<file path="config.mk">
export PLATFORM = sky130hd
export DESIGN_NAME = sync_word_packet_deframer
export DESIGN_NICKNAME = d
export VERILOG_FILES = /design/src/hdl/swpd_pkg.sv /design/src/hdl/sync_word_packet_deframer.sv /design/src/hdl/swpd_parser.sv
export VERILOG_INCLUDE_DIRS = /design/src /design/src/hdl
export SDC_FILE = /design/constraint.sdc
export NUM_CORES = 1
export LEC_CHECK = 0
export CORE_ASPECT_RATIO = 1.5
export CORE_MARGIN = 2
export CORE_UTILIZATION = 55
export CTS_CLUSTER_DIAMETER = 80
export DETAILED_ROUTE_END_ITERATION = 7
export DONT_BUFFER_PORTS = 1
export GPL_TIMING_DRIVEN = 1
export PLACE_DENSITY = 0.67
export SKIP_CTS_REPAIR_TIMING = 1
export SYNTH_ARGS = -nofsm -noshare
export SYNTH_HDL_FRONTEND = slang
export SYNTH_SLANG_ARGS = --single-unit
</file>
<file path="constraint.sdc">
create_clock -name aclk -period 6.9 [get_ports aclk]
set_input_delay 0.345 -clock aclk [delete_from_list [all_inputs] [get_ports aclk]]
set_output_delay 0.345 -clock aclk [all_outputs]
set_load 0.01 [all_outputs]
</file>
<file path="src/hdl/assert_macros.svh">
// ----------------------------------------------------------------------------
// Assertion macros
// Shared concurrent assertion forms for the deframer RTL.
// ----------------------------------------------------------------------------
`ifndef ASSERT_MACROS_SVH
`define ASSERT_MACROS_SVH

// same-cycle implication
`define ASSERT_SAME(label, clk, rst_n, ante, cons, msg) \
    label: assert property (@(posedge clk) disable iff (!(rst_n)) (ante) |-> (cons)) \
        else $error(msg);

// next-cycle implication
`define ASSERT_NEXT(label, clk, rst_n, ante, cons, msg) \
    label: assert property (@(posedge clk) disable iff (!(rst_n)) (ante) |=> (cons)) \
        else $error(msg);

`endif

</file>
<file path="src/hdl/swpd_pkg.sv">
// ----------------------------------------------------------------------------
// swpd_pkg
// Types and constants for the sync word packet deframer.
// ----------------------------------------------------------------------------
package swpd_pkg;

    localparam int PHASE_W = 4;

    localparam logic [PHASE_W-1:0] PH_HUNT_HI = 4'd0;
    localparam logic [PHASE_W-1:0] PH_HUNT_LO = 4'd1;
    localparam logic [PHASE_W-1:0] PH_ADDR    = 4'd2;
    localparam logic [PHASE_W-1:0] PH_TYPE    = 4'd3;
    localparam logic [PHASE_W-1:0] PH_LEN_HI  = 4'd4;
    localparam logic [PHASE_W-1:0] PH_LEN_LO  = 4'd5;
    localparam logic [PHASE_W-1:0] PH_PAYLOAD = 4'd6;
    localparam logic [PHASE_W-1:0] PH_SUM_HI  = 4'd7;
    localparam logic [PHASE_W-1:0] PH_SUM_LO  = 4'd8;

    localparam logic [15:0] SYNC_WORD_RESET = 16'hEF01;
    localparam logic [15:0] ADDR_BYTES      = 16'd4;
    localparam logic [15:0] SUM_BYTES       = 16'd2;

    typedef struct packed {
        logic [15:0] computed_sum;
        logic [15:0] received_sum;
        logic [15:0] frame_length;
        logic [7:0]  packet_kind;
        logic [31:0] frame_address;
        logic [7:0]  payload_byte;
        logic        length_error;
        logic        frame_end;
        logic        last_payload;
        logic        is_payload;
    } swpd_result_t;

endpackage

</file>
<file path="src/hdl/sync_word_packet_deframer.sv">
// ----------------------------------------------------------------------------
// sync_word_packet_deframer
// Sync word hunt, header parse, payload stream and additive checksum.
// ----------------------------------------------------------------------------
// Usage:
//   s_axis carries one received byte per request in tdata[7:0].
//   m_axis carries one result per payload byte and one per frame end;
//   tuser says which, tlast marks the frame's last payload byte.
//   Header bytes, sync bytes and the first checksum byte give no result.
//   cfg_we/cfg_wdata load the sync word (high byte sent first); write it
//   only while the block is idle.
// Timing:
//   One byte accepted per cycle, sustained while m_axis is not stalled. A
//   byte is held in an input register and parsed by the state machine; when
//   the pipe advances, its result lands in the output register and
//   m_axis_tvalid rises.
// Reset:
//   aresetn (synchronous, active low) empties both registers, returns the
//   parser to the hunt and reloads the sync word with 0xEF01.
// Stall:
//   When m_axis_tready is low with a result waiting, the pipe freezes;
//   s_axis_tready drops once the input register holds a byte. No byte or
//   result is lost.
// ----------------------------------------------------------------------------
`include "assert_macros.svh"

module sync_word_packet_deframer
    import swpd_pkg::*;
(
    input  logic         aclk,
    input  logic         aresetn,

    input  logic         cfg_we,
    input  logic [15:0]  cfg_wdata,      // sync_word

    input  logic         s_axis_tvalid,
    output logic         s_axis_tready,
    input  logic [7:0]   s_axis_tdata,   // [7:0] rx_byte

    output logic         m_axis_tvalid,
    input  logic         m_axis_tready,
    // [7:0] payload_byte, [39:8] frame_address, [47:40] packet_kind,
    // [63:48] frame_length, [79:64] received_sum, [95:80] computed_sum
    output logic [95:0]  m_axis_tdata,
    output logic         m_axis_tlast,   // last_payload
    // [0] is_payload, [1] frame_end, [2] length_error
    output logic [2:0]   m_axis_tuser
);

    logic [15:0]  sync_reg;
    logic         in_valid_reg;
    logic [7:0]   in_byte_reg;
    logic         out_valid_reg;
    swpd_result_t out_reg;

    logic         advance;
    logic         step;
    logic         res_valid;
    swpd_result_t res;

    assign advance       = !out_valid_reg || m_axis_tready;
    assign step          = in_valid_reg && advance;
    assign s_axis_tready = !in_valid_reg || advance;

    always_ff @(posedge aclk) begin
        if (!aresetn) begin
            sync_reg <= SYNC_WORD_RESET;
        end else if (cfg_we) begin
            sync_reg <= cfg_wdata;
        end
    end

    always_ff @(posedge aclk) begin
        if (!aresetn) begin
            in_valid_reg <= 1'b0;
        end else if (s_axis_tready) begin
            in_valid_reg <= s_axis_tvalid;
        end
    end

    always_ff @(posedge aclk) begin
        if (s_axis_tready && s_axis_tvalid) begin
            in_byte_reg <= s_axis_tdata;
        end
    end

    swpd_parser u_parser (
        .aclk      (aclk),
        .aresetn   (aresetn),
        .step      (step),
        .rx_byte   (in_byte_reg),
        .sync_word (sync_reg),
        .res_valid (res_valid),
        .res       (res)
    );

    always_ff @(posedge aclk) begin
        if (!aresetn) begin
            out_valid_reg <= 1'b0;
        end else if (advance) begin
            out_valid_reg <= step && res_valid;
        end
    end

    always_ff @(posedge aclk) begin
        if (advance && step && res_valid) begin
            out_reg <= res;
        end
    end

    assign m_axis_tvalid = out_valid_reg;
    assign m_axis_tdata  = {out_reg.computed_sum, out_reg.received_sum, out_reg.frame_length,
                            out_reg.packet_kind, out_reg.frame_address, out_reg.payload_byte};
    assign m_axis_tlast  = out_reg.last_payload;
    assign m_axis_tuser  = {out_reg.length_error, out_reg.frame_end, out_reg.is_payload};

    `ASSERT_SAME(a_kind_onehot, aclk, aresetn, out_valid_reg,
        $onehot({out_reg.is_payload, out_reg.frame_end}), "result is not exactly one kind")
    `ASSERT_SAME(a_last_is_payload, aclk, aresetn, out_valid_reg && out_reg.last_payload,
        out_reg.is_payload, "last flag on a non-payload result")

endmodule

</file>
<file path="src/hdl/swpd_parser.sv">
// ----------------------------------------------------------------------------
// swpd_parser
// Frame state machine: one received byte per step, optional result out.
// ----------------------------------------------------------------------------
`include "assert_macros.svh"

module swpd_parser
    import swpd_pkg::*;
(
    input  logic         aclk,
    input  logic         aresetn,
    input  logic         step,
    input  logic [7:0]   rx_byte,
    input  logic [15:0]  sync_word,
    output logic         res_valid,
    output swpd_result_t res
);

    logic [PHASE_W-1:0] phase_reg, phase_next;
    logic [15:0] count_reg, count_next;
    logic [31:0] addr_reg, addr_next;
    logic [7:0]  type_reg, type_next;
    logic [15:0] len_reg, len_next;
    logic [15:0] sum_reg, sum_next;
    logic [7:0]  sum_hi_reg, sum_hi_next;

    logic [7:0]  sync_hi, sync_lo;
    logic [15:0] len_full;
    logic [15:0] count_inc, count_dec;
    logic        len_short;

    assign sync_hi   = sync_word[15:8];
    assign sync_lo   = sync_word[7:0];
    assign len_full  = {len_reg[15:8], rx_byte};
    assign count_inc = count_reg + 16'd1;
    assign count_dec = count_reg - 16'd1;
    assign len_short = (len_reg < SUM_BYTES);

    always_comb begin
        phase_next  = phase_reg;
        count_next  = count_reg;
        addr_next   = addr_reg;
        type_next   = type_reg;
        len_next    = len_reg;
        sum_next    = sum_reg;
        sum_hi_next = sum_hi_reg;
        res_valid   = 1'b0;
        res         = '0;
        case (phase_reg)
            PH_HUNT_LO: begin
                if (rx_byte == sync_lo) begin
                    phase_next = PH_ADDR;
                    count_next = '0;
                    addr_next  = '0;
                end else if (rx_byte != sync_hi) begin
                    phase_next = PH_HUNT_HI;
                end
            end
            PH_ADDR: begin
                addr_next  = {addr_reg[23:0], rx_byte};
                count_next = count_inc;
                if (count_inc >= ADDR_BYTES) begin
                    phase_next = PH_TYPE;
                end
            end
            PH_TYPE: begin
                type_next  = rx_byte;
                phase_next = PH_LEN_HI;
            end
            PH_LEN_HI: begin
                len_next   = {rx_byte, 8'h00};
                phase_next = PH_LEN_LO;
            end
            PH_LEN_LO: begin
                len_next = len_full;
                sum_next = {8'h00, len_full[15:8]} + {8'h00, rx_byte} + {8'h00, type_reg};
                if (len_full < SUM_BYTES) begin
                    count_next = '0;
                    phase_next = PH_SUM_HI;
                end else begin
                    count_next = len_full - SUM_BYTES;
                    phase_next = (len_full == SUM_BYTES) ? PH_SUM_HI : PH_PAYLOAD;
                end
            end
            PH_PAYLOAD: begin
                sum_next         = sum_reg + {8'h00, rx_byte};
                count_next       = count_dec;
                res_valid        = 1'b1;
                res.payload_byte = rx_byte;
                res.is_payload   = 1'b1;
                res.last_payload = (count_dec == 16'd0);
                if (count_dec == 16'd0) begin
                    phase_next = PH_SUM_HI;
                end
            end
            PH_SUM_HI: begin
                sum_hi_next = rx_byte;
                phase_next  = PH_SUM_LO;
            end
            PH_SUM_LO: begin
                res_valid         = 1'b1;
                res.frame_end     = 1'b1;
                res.frame_address = addr_reg;
                res.packet_kind   = type_reg;
                res.frame_length  = len_reg;
                res.received_sum  = {sum_hi_reg, rx_byte};
                res.computed_sum  = sum_reg;
                res.length_error  = len_short;
                phase_next        = PH_HUNT_HI;
            end
            default: begin
                // hunting for the first sync byte, also recovers odd codes
                phase_next = (rx_byte == sync_hi) ? PH_HUNT_LO : PH_HUNT_HI;
            end
        endcase
    end

    always_ff @(posedge aclk) begin
        if (!aresetn) begin
            phase_reg  <= PH_HUNT_HI;
            count_reg  <= '0;
            addr_reg   <= '0;
            type_reg   <= '0;
            len_reg    <= '0;
            sum_reg    <= '0;
            sum_hi_reg <= '0;
        end else if (step) begin
            phase_reg  <= phase_next;
            count_reg  <= count_next;
            addr_reg   <= addr_next;
            type_reg   <= type_next;
            len_reg    <= len_next;
            sum_reg    <= sum_next;
            sum_hi_reg <= sum_hi_next;
        end
    end

    `ASSERT_SAME(a_payload_count, aclk, aresetn, phase_reg == PH_PAYLOAD, count_reg != 16'd0,
        "payload phase with no bytes due")
    `ASSERT_NEXT(a_end_to_hunt, aclk, aresetn, step && res_valid && res.frame_end,
        phase_reg == PH_HUNT_HI, "frame end did not return to hunt")

endmodule
</file>
==> results of run 1 <==
-- per-stage QoR --
step / hold slack (ps) / cells
after global routing: 1.698 / 1349
after detailed placement: 417.8 / 1289
after floorplan: 427.5 / 1104
after global placement: 413.9 / 1289
final: -9.089 / 1349
after CTS: -93.85 / 1326
-- kinds of logic after synthesis --
logic type,count (synthesis),share of synthesized area [%]
and+or+nand+nor,425,20.02
DFF,226,51.57
AOI/OAI and AO/OA,211,12.46
buffers and inverters,117,4.259
xor gates and xnor gates,66,5.318
adders and majority gates,32,3.891
muxes,27,2.486
-- worst max path at each step --
stage	startpoint	end	slack, ps	cells past startpoint
after floorplan	u_parser.phase_reg[0]	m_axis_tdata[0]	750	8
after global placement	u_parser.phase_reg[3]	m_axis_tdata[30]	2890	8
after detailed placement	u_parser.phase_reg[3]	m_axis_tdata[29]	2730	8
after CTS	u_parser.phase_reg[0]	m_axis_tdata[29]	2700	7
after global routing	u_parser.phase_reg[0]	m_axis_tdata[29]	2400	7
final	u_parser.phase_reg[0]	m_axis_tdata[29]	2710	7
-- power by group through the flow --
stage | clock (mW) | sequential (mW) | combinational [mW]
after CTS | 1.19 | 1.41 | 0.0985
after floorplan | 0 | 1.44 | 0.0750
after global placement | 0 | 1.44 | 0.0974
final | 1.17 | 1.42 | 0.112
after global routing | 1.24 | 1.42 | 0.122
after detailed placement | 0 | 1.44 | 0.0978
-- placed cells by master, fill, tap and decap left out, types with 17 or more instances in the layout --
master,count
ha_1,29
mux2i_1,27
dlygate4sd3_1,23
o21ai_0,49
nand4_1,17
edfxtp_1,108
xnor2_1,29
a22oi_1,45
nor2_1,119
a21oi_1,51
clkbuf_16,22
and3_1,94
nand3_1,32
nor3_1,21
nand2_1,72
xor2_1,37
inv_1,23
dfxtp_1,117
-- layout make-up --
cell class / count / area [um2] / area share (%)
repair buffers: 38 / 342.8 / 2.882
inverters: 27 / 101.3 / 0.8520
clock inverters: 8 / 93.84 / 0.7889
well taps: 260 / 325.3 / 2.735
flip-flops and latches: 226 / 5607 / 47.13
multi-input cells: 761 / 4828 / 40.59
clock buffers: 29 / 596.8 / 5.017
-- routing by layer --
metal | share of wire [%] | up-vias | wire [um] | track usage (%)
met3 | 4.0 | 68 | 1118 | 3.101
li1 | - | 3931 | - | -
met4 | 6.4 | 0 | 1763 | 14.48
met5 | 0 | - | 0 | 0
met2 | 50 | 243 | 13800 | 44.49
met1 | 40 | 3924 | 11020 | 30.44
==> key figures, run 1 <==
Timing
  • Final Skew: roughly 19 ps
  • Final Critical Period: around 4200 ps
  • Final WS setup: ~2700 ps
  • Unrepaired setup endpoints after global routing: false
  • Fmax: roughly 240 MHz
  • Final max-slew violation count: 0
  • Setup TNS: 0 ps
  • Max-slew headroom: roughly a quarter
  • Fin. Hold Viols: 1
  • Final setup viols: 0
  • Period utilization: roughly 61%
  • Worst slew pin tran: about 1100 ps
  • Worst hold slack: -9.089 ps

Worst setup path
  • Critical path required time: 7010 ps
  • Worst path slowest cell: nor2_4
  • Crit Path Class: reg -> reg
  • R2R depth: 7
  • Reg2Reg Capture Point: m_axis_tdata[29]
  • Startpoint Class: flip-flop
  • Arrival @ worst endpoint: roughly 4300 ps
  • Worst reg2reg path startpoint: u_parser.phase_reg[0]
  • CP Capture Type: flip-flop
  • Top delay family on crit path: simple AND/OR/NAND/NOR gates
  • CP max stage delay: about 850 ps
  • CP bufs+invs: 2
  • R2R setup slack: 2710 ps
  • Worst-path maximum fanout: 64
  • Critical-path cell list: nor2b_1, and2_1, nand2_1, clkinv_1, nor2_1, nor2_4, buf_4

Logic synthesis
  • Top post-synthesis cells by area: edfxtp_1, dfxtp_1, and3_1
  • Post-synth top cells: nor2_1, dfxtp_1, edfxtp_1, and3_1, clkbuf_1
  • Post-synth EDFFs: 108
  • Seq/Total Area, Yosys: a little over 50%
  • Synthesized area per cell: 9.845 um2
  • Synth Instances: 1,104
  • Synth area leader: edfxtp_1
  • Top-count cell post-synth: nor2_1
  • Synthesized Nets: roughly 1.2k
  • Yosys reg bits: 226
  • Unique masters post-synth: 60
  • Synth Flop Type: dfxtp_1
  • Share of the synthesized area in the top cell type: between 20 and 30%
  • Fraction of registers with async set or reset after synthesis: 0%
  • Cell Area, Synth: approximately 11,000 um2
  • Syn. warnings: 0

Global routing
  • Grt ovf: 0
  • Number of global-route vias before repair: about 7.6k
  • Global-route wire length before repair: roughly 42,000 um
  • Gr usage total: about a quarter
  • Initial antenna violation count: 0
  • Largest net degree at the start of global routing: 97

Finish
  • FILL cells: around 1.7k
  • Max reg flops: 96
  • Final nets: 1,136
  • P&R area growth vs syn: 9.440%
  • Core Util, Final: between 60% and 70%
  • Ratio of cells with drive above 1 in the final layout: a little under 6%
  • Post-layout instance area: ~12,000 um2
  • ANT cells: 0

Detailed routing
  • Drt initial violations: about 680
  • Drt wl/cell: roughly 21 um
  • Drt first pass iters: 7
  • Via count: approximately 8.2k
  • Drc violations: 0
  • Final wirelength: roughly 28,000 um
  • DR vias/cell: roughly 6
  • Final antenna-violating net count: 0

Clock tree
  • CTS root buf: clkbuf_16
  • CTS tree: built
  • CTS clk-pin slew, worst paths: around 70 ps
  • CTS buffer count: 21
  • H-Tree Depth: 1
  • Clock Path Buffers: 3
  • Clk sink count: roughly 230
  • Worst-Skew Late Latency: a little under 500 ps

Job
  • Max cap viols: 0

Place
  • GPL Wtd Cong: slightly below 0.9
  • Pre-CTS worst setup slack: roughly 2700 ps
  • Placed cell areas: roughly 11,000 um2
  • PortBufs: 0
  • HPWL after DPL: approximately 18,000 um

Power and ir drop
  • P_int: between 2 and 2.5 mW
  • Sw Pwr: 564.2 uW
  • Power Total: ~2.7 mW
  • Switching Fraction: a little over a fifth
  • Leakage power figure: between 4 and 5 nW
  • Clock share of power: ~43%
  • Peak supply drop: 0.1997 mV
  • Combinational cell fraction of total power: 4.2%
  • Seq pwr share: between 50% and 60%
  • PwrDens: ~230 nW/um2

Floorplan
  • Initial core utilization: around 56%
  • Core area: ~20,000 um2
  • Die area: 20,930 um2
  • IO Pins: around 130
  • Height of the die: 176.2 um
  • Die extent in x: around 120 um
  • Row count: 63

Min path
  • Hold path depth: 2
  • Min-delay src: cfg_wdata[14]
  • Hold path endpoint: sync_reg[14]
  • Hold Crit Class: in -> reg

Status
  • Failing checks: negative hold slack
  • Status: finished with violations
No activity file was read; power rests on OpenSTA's default activity.
==> run 2: changes to the inputs <==
- PLACE_DENSITY: 0.67 -> 0.7
- clock period: 6.9 -> 3.7 ns (I/O delays scaled with it)
==> run 2 against run 1 <==
The flow now finishes without violations. Sequential cell count did not move. Largest power group unchanged. Setup slack worse by 2200 ps. Fmax up 30%. Utilization grew 2.4 points. Routed wire length is 2.9% higher. Sequential power up 86%.
==> key figures, run 2 (synthesized netlist as in run 1, its figures left out) <==
Finish
  • Final nets: 1,179 (+3.8%)
  • Ratio of cells with drive above 1 in the final layout: 7.496% (+1.6 points)
  • Post-layout instance area: 12,360 um2 (+3.9%)
  • Max reg flops: 96 (unchanged)
  • Most common cell after layout, fill and taps aside: nor2_1
  • Core Util, Final: 63.24% (+2.4 points)
  • Finished Layout Cells: 1,394 (+3.3%)
  • ANT cells: 0 (unchanged)
  • P&R area growth vs syn: 13.73%
  • Commonest non-fill, non-tap cells in the layout: nor2_1, dfxtp_1, edfxtp_1

Timing
  • Final max-slew violation count: 0 (unchanged)
  • Max-slew headroom: 39.56% (+16 points)
  • Final setup viols: 0 (unchanged)
  • Unrepaired setup endpoints after global routing: false
  • Worst hold slack: 108.7 ps (+117.8 ps)
  • Final WS setup: 470.8 ps (-2237 ps)
  • Final Skew: 24.12 ps (+5.096 ps)
  • Fin. Hold Viols: 0 (-1)
  • Setup TNS: 0 ps (unchanged)
  • Fmax: 309.7 MHz (+30%)
  • Period utilization: 87.27% (+27 points)
  • Final Critical Period: 3229 ps (-963.0 ps)
  • Worst slew pin tran: 899.6 ps (-243.8 ps)

Place
  • GPL Wtd Cong: 0.9660 (+7.9%)
  • Pre-CTS worst setup slack: 572.0 ps (-2155 ps)
  • HPWL after DPL: 18,680 um (+1.4%)
  • PortBufs: 0 (unchanged)
  • Placed cell areas: 11,100 um2 (+1.1%)
  • Cell Count Post-Placement: 1,304 (+1.2%)

Worst setup path
  • R2R depth: 10 (+3)
  • CP Capture Type: flip-flop
  • Critical-path cell list: buf_4, nor2b_1, and2_1, nand2_1, clkinv_1, nor2_1, nor2_4, buf_12, o21a_1, dlygate4sd3_1
  • CP max stage delay: 540 ps (-310 ps)
  • Critical path required time: 4100 ps (-2910 ps)
  • Worst path slowest cell: dlygate4sd3_1
  • Startpoint Class: flip-flop
  • Worst-path maximum fanout: 101 (+58%)
  • Reg2Reg Capture Point: m_axis_tvalid
  • Worst reg2reg path startpoint: u_parser.phase_reg[0]
  • Crit Path Class: reg -> reg
  • R2R setup slack: 470 ps (-2240 ps)
  • Origin of the worst setup path: u_parser.phase_reg[0]
  • Arrival @ worst endpoint: 3630 ps (-670 ps)

Power and ir drop
  • PwrDens: 422.3 nW/um2 (+87%)
  • Leakage power figure: 4.544 nW (+4.6%)
  • Power Total: 5.220 mW (+94%)
  • Peak supply drop: 0.3638 mV (+82%)

Floorplan
  • Height of the die: 176.2 um (unchanged)
  • IO Pins: 131 (unchanged)
  • Initial core utilization: 55.60% (unchanged)
  • Die extent in x: 118.8 um (unchanged)
  • Row count: 63 (unchanged)
  • Die area: 20,930 um2 (unchanged)
  • Core area: 19,550 um2 (unchanged)

Job
  • Max cap viols: 0 (unchanged)

Clock tree
  • CTS root buf: clkbuf_16
  • Clock Path Buffers: 3 (unchanged)
  • H-Tree Depth: 1 (unchanged)
  • CTS buffer count: 22 (+4.8%)
  • Clk sink count: 226 (unchanged)
  • CTS tree: built
  • Worst-Skew Late Latency: 520 ps (+30 ps)
  • CTS clk-pin slew, worst paths: 60 ps (about the same)

Global routing
  • Grt ovf: 0 (unchanged)
  • Global-route wire length before repair: 43,320 um (+2.3%)
  • Gr usage total: 26.03% (+0.49 points)
  • Number of global-route vias before repair: 7,766 (+2.8%)
  • Largest net degree at the start of global routing: 102 (+5.2%)
  • Initial antenna violation count: 0 (unchanged)

Detailed routing
  • Final wirelength: 28,500 um (+2.9%)
  • Drc violations: 0 (unchanged)
  • Drt first pass iters: 6 (-1)
  • Drt initial violations: 849 (+25%)
  • Via count: 8,456 (+3.6%)
  • Final antenna-violating net count: 0 (unchanged)
  • Drt wl/cell: 20.44 um (-0.43%)
  • DR vias/cell: 6.066 (+0.21%)

Min path
  • Min-delay src: aresetn
  • Hold Crit Class: in -> reg
  • Hold path depth: 2 (unchanged)
  • Hold path endpoint: u_parser.sum_reg[4]

Status
  • Status: finished clean
==> run 2: changes by cell type in the layout (fill, tap and decap cells not counted), sizes merged <==
cell / change
clkinvlp: +3
buf: +16
clkinv: +4
dlygate4sd3: +26
bufinv: +1
clkbuf: -5
==> run 2: power breakdown <==
group	switching (mW)	leakage, nW	internal, mW
Clock	0.977	0.362	1.35
Sequential	0.0241	1.72	2.62
Combinational	0.139	2.46	0.111
Total	1.14	4.54	4.08
==> run 2: final cells by class <==
| type | count | area, um2 |
|---|---|---|
| Timing Repair Buffer | 80 | 748.2 |
| Multi-Input combinational cell | 761 | 4828 |
| Tap cell | 260 | 325.3 |
| Inverter | 27 | 101.3 |
| Clock inverter | 16 | 172.7 |
| Fill cell | 1622 | 7187 |
| Clock buffer | 24 | 579.3 |
| Sequential cell | 226 | 5607 |
==> run 2: critical path, delay by kind of cell, from the launching register on <==
kind	cells	cell delay [ps]
AOI/OAI and AO/OA	1	240
buffers and inverters	4	1440
DFF	1	370
and+or+nand+nor	5	1000
==> run 2: worst max path at each step <==
| stage | end | slack [ps] | depth (start not counted) |
|---|---|---|---|
| floorplan | m_axis_tdata[0] | 400 | 8 |
| global placement | u_parser.sum_reg[8] | 690 | 15 |
| detailed placement | u_parser.sum_reg[8] | 570 | 15 |
| CTS | u_parser.sum_reg[8] | 570 | 15 |
| global route | u_parser.sum_reg[8] | 170 | 15 |
| finish | m_axis_tvalid | 470 | 10 |
==> run 2: metal layers <==
metal  track usage, %  routed length (um)  vias to the layer above
met5                0                   0                        -
met4            12.40                1236                        0
met3            3.198                1477                       83
met2            45.71               14360                      303
met1            31.67               11420                     4063
li1                 -                   -                     4007
==> run 3: changes to the inputs <==
- CORE_UTILIZATION: 55 -> 43
- GPL_ROUTABILITY_DRIVEN: default -> 0
- PLACE_DENSITY: 0.7 -> 0.57
- REMOVE_ABC_BUFFERS: default -> 1
==> run 3 against run 2 <==
The run now ends with negative hold slack left. Clock-buffer cell count up 5. Combinational power hardly changed. Clock skew decreased by 4.2 ps. Sequential share of layout area up 0.069 points. Die area is 27% higher. Setup slack worse by 110 ps. Highest routed layer unchanged. Critical path depth decreased by 1. Final cell count rose by 4.6%.
==> key figures, run 3 (synthesized netlist as in run 1, its figures left out) <==
Global routing
  • Gr usage total: 21.25% (-4.8 points)
  • Number of global-route vias before repair: 7,775 (+0.12%)
  • Global-route wire length before repair: 44,400 um (+2.5%)
  • Grt ovf: 0 (unchanged)
  • Initial antenna violation count: 0 (unchanged)
  • Largest net degree at the start of global routing: 73 (-28%)

Worst setup path
  • Worst path slowest cell: dfxtp_1
  • Most used cell, CP: o31ai_1
  • Arrival @ worst endpoint: 3780 ps (+150 ps)
  • Worst-path maximum fanout: 16 (-84%)
  • Crit Path Class: reg -> reg
  • CP max stage delay: 610 ps (+70 ps)
  • Critical-path cell list: ha_1, nand2_1, or4_1, xor2_1, nand4_1, o31ai_1, or3_1, nand3_1, o31ai_1
  • Critical path required time: 4140 ps (+40 ps)
  • Startpoint Class: flip-flop
  • CP Capture Type: flip-flop

Floorplan
  • Row count: 71 (+13%)
  • Die area: 26,590 um2 (+27%)
  • Height of the die: 198.7 um (+13%)
  • Core area: 24,960 um2 (+28%)
  • Die extent in x: 133.8 um (+13%)
  • IO Pins: 131 (unchanged)
  • Initial core utilization: 43.54% (-12 points)

Finish
  • P&R area growth vs syn: 13.56%
  • Ratio of cells with drive above 1 in the final layout: 7.434% (-0.062 points)
  • Max reg flops: 96 (unchanged)
  • ANT cells: 0 (unchanged)
  • Final nets: 1,176 (-0.25%)
  • Most common cell after layout, fill and taps aside: nor2_1
  • Multi-input logic area: 4828 um2 (unchanged)
  • Post-layout instance area: 12,340 um2 (-0.15%)
  • Commonest non-fill, non-tap cells in the layout: nor2_1, dfxtp_1, edfxtp_1
  • FILL cells: 2,279 (+41%)
  • FF/Latch Area: 5607 um2 (unchanged)

Status
  • Status: finished with violations
  • Failing checks: negative hold slack

Timing
  • Worst slew pin tran: 1063 ps (+163.6 ps)
  • Worst hold slack: -40.83 ps (-149.5 ps)
  • Max-slew headroom: 28.88% (-11 points)
  • Unrepaired setup endpoints after global routing: false
  • Final Critical Period: 3339 ps (+110.2 ps)
  • Final Skew: 19.94 ps (-4.185 ps)
  • Final max-slew violation count: 0 (unchanged)
  • Period utilization: 90.25% (+3.0 points)
  • Final WS setup: 360.7 ps (-110.2 ps)
  • Fin. Hold Viols: 6 (+6)
  • Final setup viols: 0 (unchanged)
  • Fmax: 299.5 MHz (-3.3%)

Clock tree
  • Worst-Skew Late Latency: 520 ps (about the same)
  • CTS buffer count: 22 (unchanged)
  • H-Tree Depth: 1 (unchanged)
  • CTS clk-pin slew, worst paths: 60 ps (about the same)
  • Clock Path Buffers: 3 (unchanged)
  • CTS root buf: clkbuf_16
  • Clk sink count: 226 (unchanged)
  • CTS tree: built

Detailed routing
  • M1 WL: 11,630 um (+1.9%)
  • Met2 wire length: 14,840 um (+3.3%)
  • Final antenna-violating net count: 0 (unchanged)
  • Top routing layer in use: met4
  • Via count: 8,358 (-1.2%)
  • Final wirelength: 29,060 um (+2.0%)
  • Drt initial violations: 463 (-45%)
  • Met3 WL post-DR: 1419 um (-3.9%)
  • Drc violations: 0 (unchanged)
  • DR vias/cell: 5.733 (-5.5%)
  • Drt first pass iters: 5 (-1)
  • Drt wl/cell: 19.93 um (-2.5%)

Place
  • PortBufs: 0 (unchanged)
  • Pre-CTS worst setup slack: 429.8 ps (-142.3 ps)
  • Placed cell areas: 11,210 um2 (+0.99%)
  • HPWL after DPL: 19,540 um (+4.6%)

Min path
  • Hold Crit Class: in -> reg

Power and ir drop
  • PwrDens: 415.6 nW/um2 (-1.6%)
  • Peak supply drop: 0.3086 mV (-15%)
  • Leakage power figure: 4.518 nW (-0.56%)

Job
  • Max cap viols: 0 (unchanged)
==> run 3: changes by cell type in the layout (fill, tap and decap cells not counted), sizes merged <==
cell	change
dlygate4sd3	-7
clkbuf	+5
buf	+4
clkinv	-2
clkinvlp	-2
bufinv	-1
inv	-1
==> run 3: metal layers <==
metal  global-route usage (%)  vias up
met5                        0        -
met4                    9.180        0
met2                    38.06      233
met3                    3.135       76
met1                    25.19     4043
li1                         -     4006
==> run 3: path summary, 6_finish.rpt <==
kind | startpoint | depth (start not counted) | endpoint | slack (ps)
min reg2reg | u_parser.len_reg[0] | 2 | u_parser.len_reg[0] | 450
max | u_parser.count_reg[0] | 9 | u_parser.type_reg[2] | 360
min | aresetn | 2 | u_parser.sum_reg[15] | -40
max reg2reg | u_parser.count_reg[0] | 9 | u_parser.type_reg[2] | 360
==> run 3: area by class of cell <==
class	instances	area share, %
well taps	328	3.325
repair buffers	77	5.535
clock inverters	10	0.9427
multi-input cells	761	39.12
clock buffers	29	4.835
flip-flops and latches	226	45.42
inverters	27	0.8211
==> run 3: worst max-delay path: cells and delay by family, from the launching register on <==
family	cells	cell delay, ps
compound gates	2	600
xor+xnor	1	170
fa+ha+maj	1	400
flops	1	610
simple gates	5	1470
==> run 3: power breakdown <==
group | internal, mW | total [mW] | switching [mW]
registers | 2.62 | 2.64 | 0.0193
clock network | 1.28 | 2.25 | 0.964
logic | 0.104 | 0.248 | 0.144
total | 4.00 | 5.13 | 1.13
==> run 3: per-stage QoR <==
stage | total power, mW | utilization (%) | cells | setup TNS [ps]
after floorplan | 2.809 | - | 1014 | -358020
after global placement | 2.887 | 44.91 | 1377 | 0
after detailed placement | 2.888 | 44.91 | 1377 | 0
after CTS | 5.134 | 47.76 | 1416 | 0
after global routing | 5.286 | 49.45 | 1458 | 0
final | 5.130 | 49.45 | 1458 | 0
